**src/hdl/tpq_ram.sv**
```systemverilog
// Single-port-write, single-port-read synchronous RAM with a registered read port.
module tpq_ram #(
  parameter int DW = 8,
  parameter int AW = 4
) (
  input  logic          clk,
  input  logic          we,
  input  logic [AW-1:0] waddr,
  input  logic [DW-1:0] wdata,
  input  logic [AW-1:0] raddr,
  output logic [DW-1:0] rdata
);

  logic [DW-1:0] mem [0:(1<<AW)-1];

  // Write port
  always_ff @(posedge clk) begin
    if (we) begin
      mem[waddr] <= wdata;
    end
  end

  // Registered read port
  always_ff @(posedge clk) begin
    rdata <= mem[raddr];
  end

endmodule

```
**config.mk**
```make
export PLATFORM = sky130hd
export DESIGN_NAME = tpq_ram
export DESIGN_NICKNAME = d
export VERILOG_FILES = /design/src/hdl/tpq_ram.sv
export SDC_FILE = /design/constraint.sdc
export NUM_CORES = 1
export LEC_CHECK = 0
export BUFFER_PORTS_ARGS = -buffer_cell sky130_fd_sc_hd__buf_4
export CORE_MARGIN = 3
export CORE_UTILIZATION = 30
export DETAILED_ROUTE_END_ITERATION = 8
export MAX_ROUTING_LAYER = met4
export PLACE_DENSITY_LB_ADDON = 0.15
export RECOVER_POWER = 50
export SKIP_LAST_GASP = 1
export SLEW_MARGIN = 10
export SYNTH_ARGS = -nofsm -noshare
export SYNTH_HDL_FRONTEND = slang
export SYNTH_SLANG_ARGS = --single-unit
```
**constraint.sdc**
```tcl
create_clock -name clk -period 1.9 [get_ports clk]
set_input_delay 0.285 -clock clk [delete_from_list [all_inputs] [get_ports clk]]
set_output_delay 0.285 -clock clk [all_outputs]
set_load 0.005 [all_outputs]
```
# Word-level counts from Yosys, hierarchy flattened

Memory sizes are Yosys's and may differ from the RTL's. A register that Yosys moved wholly into a read port is not among the register bits.
Cells that the tools add are included.

ROM bits: 0
Register bits after elaboration: 0
Bits in latches: 0
Memory bits (writable): 128
Memories kept: 1
Input bits: 18

Memories:

| memory | depth | bits a word | read ports | clocked after Yosys merged registers in | write ports | line | RTL |
|---|---|---|---|---|---|---|---|
| mem    | 16    | 8           | 1          | 1                                       | 1           | 14   | `logic [DW-1:0] mem [0:(1<<AW)-1];` |

Multiplexer cells: 2
Magnitude comparators: 0
$mul: 0
Eq/ne operators: 0
Reduce and logical (&&, ||, !) cells: 0
Bitwise logic cells: 0
Shift operators: 0
Div/mod/pow operators: 0
Add/sub/neg operators: 0

Operators by type and width:

| operator          | count |
|---|---|
| 1-bit two-way mux | 2 |

# Logic depth before layout (Yosys ltp)

Gate-level depths: netlist (run 1).

Depth in word-level cells: 2
Depth in mapped cells: 5
Gate-level depth less buffers: 3

# Worst setup path after synthesis (run 1)

Ideal clock, no wire load.

Kind: input-to-reg
From: input port waddr[2]
To: memory mem[0][0], enable pin
Setup slack: 0.122 ns
Data required time: 1.517 ns
Arrival time: 1.395 ns
Stages on the path: 2
Cells stage by stage: or3b_2 -> nor3_1

RTL lines:

| item            | line | RTL |
|---|---|---|
| start, declared | 8    | `input logic [AW-1:0] waddr,` |
| end, declared   | 14   |  |

Straight into the memory's write port.

==> metrics.md, run 1 <==
| Metric | Value |
|---|---|
| Final instance area | `6330 µm²` |
| Layout area overhead | `23.0%` |
| Post-CTS Hold Buffers | `0` |
| P_sw | `1.39 mW` |
| CTS tree | `done` |
| Net count, final | `304` |
| Layout Cells excl Fill | `518` |
| Worst r2r dst | `rdata[1]` |
| CP cell instances | `mux4_1, a22oi_1, nand2_1` |
| Later-pin clock latency in the skew report | `0.42 ns` |
| Vias | `2,410` |
| Static Leakage | `2.12 nW` |
| Crit-path max cell delay | `0.55 ns` |
| Critical Path RT | `2.20 ns` |
| Cells after synthesis | `229` |
| First-pass iteration count of the detailed router | `4` |
| Largest net degree at the start of global routing | `33` |
| Final HPWL from detailed placement | `6840 µm` |
| Crit path arrival time | `1.72 ns` |
| Setup CP Type | `flop to flop` |
| Number of global-route vias before repair | `2,604` |
| Syn_nets | `247` |
| YS warnings | `0` |
| Clock Pin Slew Worst Setup and Hold Paths | `0.06 ns` |
| Period Utilization, post-route | `75.0%` |
| First-pass GRT wire length | `16,500 µm` |
| Routed wire per std cell | `20.5 µm` |
| # diodes | `0` |
| Fin. Hold Viols | `0` |
| Antenna Violating Nets Remaining | `0` |
| Max clock buf depth | `2` |
| Initial cell density of the core | `30.8%` |
| FF+latch count, synth | `136` |
| Total GRT Usage | `13.0%` |
| Filler instances | `1,550` |
| RSZ-0062 raised after global routing | `no` |
| Die width | `137 µm` |
| Worst Skew | `0.0110 ns` |
| Setup crit end kind | `flop` |
| Clock power share | `48.6%` |
| Placed cells | `487` |
| Hold Path Class | `primary input to flop` |
| Tmin final | `1.43 ns` |
| Antenna violations before repair | `0` |
| Library cells used by synthesis | `19` |
| Worst-Margin Slew | `0.910 ns` |
| Total power | `7.21 mW` |
| Core ar. | `16,700 µm²` |
| Vias/cell | `4.65` |
| Commonest non-fill, non-tap cell in the layout | `edfxtp_1` |
| Commonest cells after routing, fill and taps aside | `128 x edfxtp_1, 35 x buf_4, 18 x mux4_2` |
| Crit path from | `mem[1][1]` |
| Cell Area, Placed | `5730 µm²` |
| Max Fclk | `702 MHz` |
| DRC viols | `0` |
| Reg2reg setup slack | `0.47 ns` |
| Die H | `137 µm` |
| Startpoint Class | `flop` |
| GRT overflow | `0` |
| Comb pwr share | `4.6%` |
| Max_cap viols | `0` |
| Seq pwr share | `46.8%` |
| Switching Share | `19.3%` |
| Pint | `5.82 mW` |
| Total Wirelength | `10,600 µm` |
| Critical Path End | `rdata[1]` |
| FF-to-FF Start | `mem[1][1]` |
| Routability cong. | `0.760` |
| Post-cts repair resize count | `0` |
| Seq/Total Area, Yosys | `77.8%` |
| Clk Tree Root Cell | `clkbuf_16` |
| Sink Count | `136` |
| Port Buffers | `25` |
| Sum Neg Setup Slack | `0 ns` |
| Synth Cell Area | `5150 µm²` |
| Final Max Slew Viols | `0` |
| Status | `finished clean` |
| IO Pins | `26` |
| Pwr per Cell Area | `1140 nW/µm²` |
| Max FO, Critical Path | `1` |
| Post-CTS setup buffer count | `0` |
| CTS buffer count | `17` |
| Worst slew margin | `39.1%` |
| Iteration-0 DRC Markers | `193` |
| Layout cells sized above 1 | `29.2%` |
| Slowest-stage cell, CP | `mux4_1` |
| # rows | `47` |
| Syn Area/Cell | `22.5 µm²` |
| Peak supply drop | `0.671 mV` |
| R2R cell count | `3` |
| H-tree depth | `4` |
| Endpoints failing setup | `0` |
| Die ar. | `18,800 µm²` |
## through the flow
stage | hold slack, ns | util [%] | setup slack, ns
finish | 0.395 | 37.9 | 0.475
global route | 0.393 | 37.9 | 0.389
floorplan | 0.384 | - | 0.122
detailed placement | 0.603 | 34.3 | 0.147
global placement | 0.594 | 34.3 | 0.143
CTS | 0.161 | 38.1 | 0.474
## sequential cells by signal, indices dropped and copies added, names as in the netlist
signal and count:
rdata 8, mem 128
## critical path: cells and delay by family (launching register included)
family	cells	cell delay [ns]
multiplexers	1	0.55
flip-flops	1	0.36
AO/OA/AOI/OAI	1	0.31
AND/OR/NAND/NOR	1	0.08
## layer usage
metal,share of wire (%),global-route usage [%]
met1,48,18.0
met2,47,18.2
met3,3.3,2.90
met4,1.8,5.99
met5,0,-
## logic make-up (layout without fill, tap and decap cells)
logic type,Yosys count,after routing,share of synthesized area [%]
AOI/OAI and AO/OA,16,16,2.33
and+or+nand+nor,35,35,3.18
buffers and inverters,10,79,1.68
DFF,136,136,77.8
muxes,32,32,15.0
## worst min-delay path by stage
stage             start        end  slack (ns)  cells past startpoint
6_report       wdata[6]  mem[4][6]        0.39                      1
3_5_place_dp   wdata[6]  mem[5][6]        0.60                      1
4_1_cts        wdata[6]  mem[4][6]        0.16                      1
5_1_grt        waddr[0]  mem[4][4]        0.39                      3
3_3_place_gp   wdata[4]  mem[6][4]        0.59                      1
2_1_floorplan  wdata[0]  mem[0][0]        0.38                      0
## power by group through the flow
stage	Combinational, mW	Sequential (mW)	Clock, mW
floorplan	0.170	3.43	0
global placement	0.348	3.43	0
detailed placement	0.350	3.44	0
CTS	0.351	3.37	3.57
global route	0.366	3.38	3.72
finish	0.331	3.37	3.51
## synthesized netlist by cell type, drive strengths merged
library cell | number | area share, %
a22oi | 16 | 2.3
and2 | 1 | 0.12
and2b | 1 | 0.15
buf | 7 | 1.1
clkdlybuf4s25 | 3 | 0.58
dfxtp | 8 | 3.1
edfxtp | 128 | 75
mux4 | 32 | 15
nand2 | 9 | 0.66
nand2b | 2 | 0.24
nand3 | 1 | 0.097
nand3b | 2 | 0.29
nor2 | 13 | 0.95
nor2b | 1 | 0.12
nor3 | 4 | 0.39
or3b | 1 | 0.17
## layout make-up
type / instances / area, µm² / share of cell area (%)
Clock buffer: 18 / 429 / 6.78
Clock inverter: 13 / 205 / 3.24
Multi-Input combinational cell: 83 / 1060 / 16.7
Sequential cell: 136 / 4000 / 63.2
Tap cell: 220 / 275 / 4.35
Timing Repair Buffer: 48 / 360 / 5.69
(Power assumes the default switching activity.)
==> run 2: changes to the inputs <==
clock period = 1.2 ns   (was 1.9 ns; I/O delays follow)
==> run 2 against run 1 <==
Effect of this change:
- the run now ends with setup timing left
- fmax grew 12%
- critical path depth unchanged
- core utilization is 1.4 points higher
- critical path type unchanged
- highest routed layer unchanged
==> metrics.md, run 2 (synthesis results as in run 1) <==
| Metric | Value |
|---|---|
| Setup crit end kind | `flop` |
| Worst hold margin | `0.240 ns (-0.154 ns)` |
| Core ar. | `16,700 µm² (unchanged)` |
| Total GRT Usage | `13.4% (+0.41 points)` |
| M2 GR Usage | `20.2% (+2.0 points)` |
| Worst Hold Launch | `waddr[0]` |
| H-tree depth | `4 (unchanged)` |
| Layout area overhead | `27.4%` |
| Commonest non-fill, non-tap cell in the layout | `edfxtp_1` |
| Routed wire per std cell | `20.6 µm (+0.49%)` |
| Hold Path Class | `primary input to flop` |
| Max clock buf depth | `2 (unchanged)` |
| Setup CP Type | `flop to flop` |
| Largest regs | `mem: 128 flops, rdata: 8 flops` |
| Pwr per Cell Area | `1720 nW/µm² (+51%)` |
| Violated checks | `setup timing` |
| Net count, final | `317 (+4.3%)` |
| First-pass iteration count of the detailed router | `4 (unchanged)` |
| Die H | `137 µm (unchanged)` |
| Cell Area, Placed | `5950 µm² (+3.7%)` |
| Top Usage Layer GRT | `met2` |
| Port Buffers | `25 (unchanged)` |
| Static Leakage | `2.16 nW (+1.9%)` |
| IO Pins | `26 (unchanged)` |
| Worst r2r dst | `rdata[1]` |
| Largest reg by FF count | `mem` |
| Critical Path RT | `1.50 ns (-0.70 ns)` |
| Max FO, Critical Path | `1 (unchanged)` |
| DRC viols | `0 (unchanged)` |
| Post-Route Utilization | `39.3% (+1.4 points)` |
| Hold worst-path end | `mem[8][4]` |
| Vias/cell | `4.63 (-0.53%)` |
| P_sw | `2.22 mW (+59%)` |
| Period Utilization, post-route | `106% (+31 points)` |
| Fin. Hold Viols | `0 (unchanged)` |
| CTS buffer count | `17 (unchanged)` |
| Switching Share | `19.6% (+0.32 points)` |
| Antenna Violating Nets Remaining | `0 (unchanged)` |
| Number of global-route vias before repair | `2,628 (+0.92%)` |
| Die width | `137 µm (unchanged)` |
| Number of flip-flops in the largest register | `128 (unchanged)` |
| GRT overflow | `0 (unchanged)` |
| Die ar. | `18,800 µm² (unchanged)` |
| Clk Tree Root Cell | `clkbuf_16` |
| Sum Neg Setup Slack | `-0.280 ns (-0.280 ns)` |
| Reg2reg setup slack | `-0.07 ns (-0.55 ns)` |
| Hold Crit Depth | `3 (+2)` |
| Layout cells sized above 1 | `41.7% (+12 points)` |
| Startpoint Class | `flop` |
| Peak supply drop | `1.09 mV (+63%)` |
| Total Wirelength | `10,900 µm (+3.2%)` |
| Max Fclk | `786 MHz (+12%)` |
| Comb pwr share | `5.5% (+0.9 points)` |
| Status | `finished, violations left` |
| Vias | `2,462 (+2.2%)` |
| FF-to-FF Start | `mem[7][1]` |
| Endpoints failing setup | `7 (+7)` |
| Pre-CTS setup slack | `-0.329 ns (-0.476 ns)` |
| CTS tree | `done` |
| Final HPWL from detailed placement | `7330 µm (+7.2%)` |
| First-pass GRT wire length | `16,800 µm (+2.3%)` |
| Seq pwr share | `47.3% (+0.5 points)` |
| Sink Count | `136 (unchanged)` |
| Clock power share | `47.2% (-1.4 points)` |
| Antenna violations before repair | `0 (unchanged)` |
| Grt met3 use | `3.42% (+0.51 points)` |
| Worst Skew | `0.00668 ns (-0.00436 ns)` |
| Clock Pin Slew Worst Setup and Hold Paths | `0.06 ns (about the same)` |
| Iteration-0 DRC Markers | `103 (-47%)` |
| Pint | `9.08 mW (+56%)` |
| Later-pin clock latency in the skew report | `0.41 ns (about the same)` |
| Final instance area | `6560 µm² (+3.6%)` |
| Final Max Slew Viols | `0 (unchanged)` |
| R2R cell count | `3 (unchanged)` |
| # rows | `47 (unchanged)` |
| Initial cell density of the core | `30.8% (unchanged)` |
| Post-CTS Hold Buffers | `0 (unchanged)` |
| Tmin final | `1.27 ns (-0.154 ns)` |
| Crit path arrival time | `1.57 ns (-0.15 ns)` |
| RSZ-0062 raised after global routing | `yes` |
| Final setup margin | `-0.0715 ns (-0.546 ns)` |
| Worst-Margin Slew | `1.01 ns (+0.0991 ns)` |
| Commonest cells after routing, fill and taps aside | `128 x edfxtp_1, 38 x buf_4, 32 x mux4_2` |
| Max_cap viols | `0 (unchanged)` |
| # diodes | `0 (unchanged)` |
| Routability cong. | `0.694 (-8.7%)` |
| Largest net degree at the start of global routing | `17 (-48%)` |
| Met1 Use GR | `17.4% (-0.57 points)` |
| Worst slew margin | `32.6% (-6.5 points)` |
| Post-CTS setup buffer count | `0 (unchanged)` |
==> run 2: changes by cell type in the layout (fill, tap and decap cells not counted), moves of 3 or more <==
cell and change:
a22oi_2 +8, mux4_1 -14, nor2_1 -3, buf_12 +9
nor2_4 +3, nor3_1 -4, nor3_2 +3, buf_4 +3
mux4_2 +14, a22oi_1 -8
==> run 2: layout make-up <==
type | instances | area [µm²]
fillers | 1568 | 10100
flip-flops and latches | 136 | 4000
multi-input cells | 83 | 1100
repair buffers | 61 | 572
clock buffers | 19 | 433
well taps | 220 | 275
clock inverters | 13 | 180
==> run 2: worst max path at each step <==
stage                     slack (ns)       from  cells after the start        end
after CTS                      -0.08  mem[7][1]                      3   rdata[1]
after global placement         -0.30   raddr[0]                      5   rdata[3]
after detailed placement       -0.33   raddr[0]                      5   rdata[3]
after floorplan                -0.11   waddr[2]                      2  mem[0][0]
after global routing           -0.13  mem[8][3]                      3   rdata[3]
final                          -0.07  mem[7][1]                      3   rdata[1]
==> run 2: power groups by stage <==
| stage | Sequential (mW) | Clock [mW] | Combinational [mW] |
|---|---|---|---|
| after CTS | 5.34 | 5.45 | 0.650 |
| after detailed placement | 5.44 | 0 | 0.630 |
| after global routing | 5.35 | 5.69 | 0.676 |
| final | 5.34 | 5.33 | 0.615 |
| after floorplan | 5.44 | 0 | 0.303 |
| after global placement | 5.44 | 0 | 0.628 |
==> run 2: routing by layer <==
layer,vias to the layer above,share of wire (%)
li1,1102,-
met1,1297,45
met2,50,50
met3,13,3.5
met4,0,1.3
met5,-,0
==> run 2: repair_timing <==
action                                  in CTS  in global routing
endpoints found under the setup margin       8                  8
endpoints found under the hold margin        0                  0
gates resized for setup                      9                  0
gates cloned                                 0                  0
pin swaps                                    3                  5
==> run 2: stage by stage <==
step                total power [mW]  std cells
finish                          11.3        532
global route                    11.7        532
CTS                             11.4        532
detailed placement              6.07        500
global placement                6.07        500
floorplan                       5.74        229
==> run 2: worst max-delay path: stages, from the launching register on <==
cell and delay (ns):
edfxtp_1 0.36, mux4_2 0.52, a22oi_2 0.20, nand2_1 0.08
==> run 3: changes to the inputs <==
RECOVER_POWER = default   (was 50)
==> run 3 against run 2 <==
Effect of this change:
- the run still ends with setup timing left
- fmax barely moved
- design area is 0.55% higher
- sequential power hardly changed
- power about the same
- combinational power grew 2%
- global-route usage is the same
- first-iteration DRC count up 8.7%
- largest power group unchanged
==> metrics.md, run 3 (synthesis results as in run 1) <==
| Metric | Value |
|---|---|
| Final HPWL from detailed placement | `7330 µm (unchanged)` |
| Post-Route Utilization | `39.5% (+0.22 points)` |
| H-tree depth | `4 (unchanged)` |
| Worst Hold Launch | `wdata[6]` |
| Worst slew margin | `32.8% (+0.16 points)` |
| Die ar. | `18,800 µm² (unchanged)` |
| IO Pins | `26 (unchanged)` |
| Later-pin clock latency in the skew report | `0.41 ns (about the same)` |
| Total GRT Usage | `13.4% (unchanged)` |
| Tmin final | `1.27 ns (-0.00118 ns)` |
| Total power | `11.3 mW (about the same)` |
| Reg2reg setup slack | `-0.07 ns (about the same)` |
| Crit path arrival time | `1.56 ns (about the same)` |
| Worst-Margin Slew | `1.01 ns (-0.00242 ns)` |
| Max clock buf depth | `2 (unchanged)` |
| DRC viols | `0 (unchanged)` |
| GRT overflow | `0 (unchanged)` |
| Clk Tree Root Cell | `clkbuf_16` |
| Initial cell density of the core | `30.8% (unchanged)` |
| CTS tree | `done` |
| Setup crit end kind | `flop` |
| Violated checks | `setup timing` |
| Top Layer Used | `met4` |
| CTS buffer count | `17 (unchanged)` |
| Peak supply drop | `1.09 mV (about the same)` |
| Antenna violations before repair | `0 (unchanged)` |
| Core ar. | `16,700 µm² (unchanged)` |
| Critical Path RT | `1.49 ns (about the same)` |
| FF-to-FF Start | `mem[14][7]` |
| Largest net degree at the start of global routing | `17 (unchanged)` |
| Routed wire per std cell | `20.6 µm (about the same)` |
| Commonest non-fill, non-tap cell in the layout | `edfxtp_1` |
| Antenna Violating Nets Remaining | `0 (unchanged)` |
| Final Max Slew Viols | `0 (unchanged)` |
| Startpoint Class | `flop` |
| Placed cells | `500 (unchanged)` |
| RSZ-0062 raised after global routing | `yes` |
| Static Leakage | `2.19 nW (+1.6%)` |
| Layout cells sized above 1 | `44.6% (+2.9 points)` |
| Fin. Hold Viols | `0 (unchanged)` |
| Worst hold margin | `0.0672 ns (-0.173 ns)` |
| Post-CTS setup buffer count | `0 (unchanged)` |
| Routability cong. | `0.694 (unchanged)` |
| Number of global-route vias before repair | `2,628 (unchanged)` |
| Final instance area | `6600 µm² (+0.55%)` |
| Hold worst-path end | `mem[8][6]` |
| Largest regs | `mem: 128 flops, rdata: 8 flops` |
| Layout Cells excl Fill | `532 (unchanged)` |
| Pre-CTS setup slack | `-0.329 ns (unchanged)` |
| Hold Path Class | `primary input to flop` |
| Final setup margin | `-0.0703 ns (+0.00118 ns)` |
| Commonest cells after routing, fill and taps aside | `128 x edfxtp_1, 49 x buf_4, 32 x mux4_2` |
| Total Wirelength | `10,900 µm (about the same)` |
| Sum Neg Setup Slack | `-0.283 ns (-0.00263 ns)` |
| Met2 wire length | `5430 µm (-0.29%)` |
| Clock Pin Slew Worst Setup and Hold Paths | `0.06 ns (about the same)` |
| WL met1 | `4980 µm (+0.52%)` |
| Max Fclk | `787 MHz (about the same)` |
| Sink Count | `136 (unchanged)` |
| Worst r2r dst | `rdata[7]` |
| First-pass iteration count of the detailed router | `4 (unchanged)` |
| Die H | `137 µm (unchanged)` |
| Vias/cell | `4.62 (-0.12%)` |
| Iteration-0 DRC Markers | `112 (+8.7%)` |
| Metal3 WL | `367 µm (-5.4%)` |
| Endpoints failing setup | `7 (unchanged)` |
| Vias | `2,459 (-0.12%)` |
| Port Buffers | `25 (unchanged)` |
| # diodes | `0 (unchanged)` |
| R2R cell count | `3 (unchanged)` |
| Status | `finished, violations left` |
| Pwr per Cell Area | `1710 nW/µm² (-0.50%)` |
| Largest reg by FF count | `mem` |
| Die width | `137 µm (unchanged)` |
| Number of flip-flops in the largest register | `128 (unchanged)` |
| Net count, final | `317 (unchanged)` |
| Max_cap viols | `0 (unchanged)` |
| Layout area overhead | `28.1%` |
| Worst Skew | `0.00565 ns (-0.00103 ns)` |
| Max FO, Critical Path | `1 (unchanged)` |
| First-pass GRT wire length | `16,800 µm (unchanged)` |
| Filler instances | `1,555 (-0.83%)` |
| Period Utilization, post-route | `106% (about the same)` |
| Hold Crit Depth | `1 (-2)` |
| Setup CP Type | `flop to flop` |
| # rows | `47 (unchanged)` |
| Cell Area, Placed | `5950 µm² (unchanged)` |
## run 3: cell count changes in the layout (fill, tap and decap cells not counted)
cell / before / now
clkbuf_2: 1 / 0
clkbuf_1: 11 / 2
clkbuf_4: 1 / 0
buf_4: 38 / 49
## run 3: area by class of cell
| class | instances | area, µm² | share of cell area, % |
|---|---|---|---|
| Sequential cell | 136 | 4000 | 60.7 |
| Clock inverter | 13 | 180 | 2.73 |
| Clock buffer | 19 | 433 | 6.56 |
| Multi-Input combinational cell | 83 | 1100 | 16.6 |
| Tap cell | 220 | 275 | 4.17 |
| Timing Repair Buffer | 61 | 608 | 9.22 |
## run 3: where the power goes
group	leakage, nW	internal [mW]	total, mW	switching (mW)
clock	0.293	3.46	5.33	1.87
sequential	1.22	5.31	5.34	0.0300
combinational	0.673	0.316	0.629	0.313
total	2.19	9.09	11.3	2.21
## run 3: worst max path at each step
| stage | depth (start not counted) | start | slack, ns | endpoint |
|---|---|---|---|---|
| after floorplan | 2 | waddr[2] | -0.11 | mem[0][0] |
| after global placement | 5 | raddr[0] | -0.30 | rdata[3] |
| after detailed placement | 5 | raddr[0] | -0.33 | rdata[3] |
| after CTS | 3 | mem[7][1] | -0.08 | rdata[1] |
| after global routing | 3 | mem[8][3] | -0.13 | rdata[3] |
| final | 3 | mem[14][7] | -0.07 | rdata[7] |
## run 3: metal layers
layer | up-vias | GRT usage [%]
met5 | - | -
li1 | 1101 | -
met3 | 15 | 3.42
met2 | 43 | 20.2
met4 | 0 | 5.32
met1 | 1300 | 17.4
## run 3: critical path: stages, from the launching register on
cell      delay (ns)
edfxtp_1        0.36
mux4_2          0.51
a22oi_2         0.18
nand2_1         0.09
## run 3: what timing repair did
action	CTS	global route
endpoints found under the hold margin	0	0
gates resized for setup	9	0
hold buffers	0	0
endpoints found under the setup margin	8	8
pin swaps	3	5
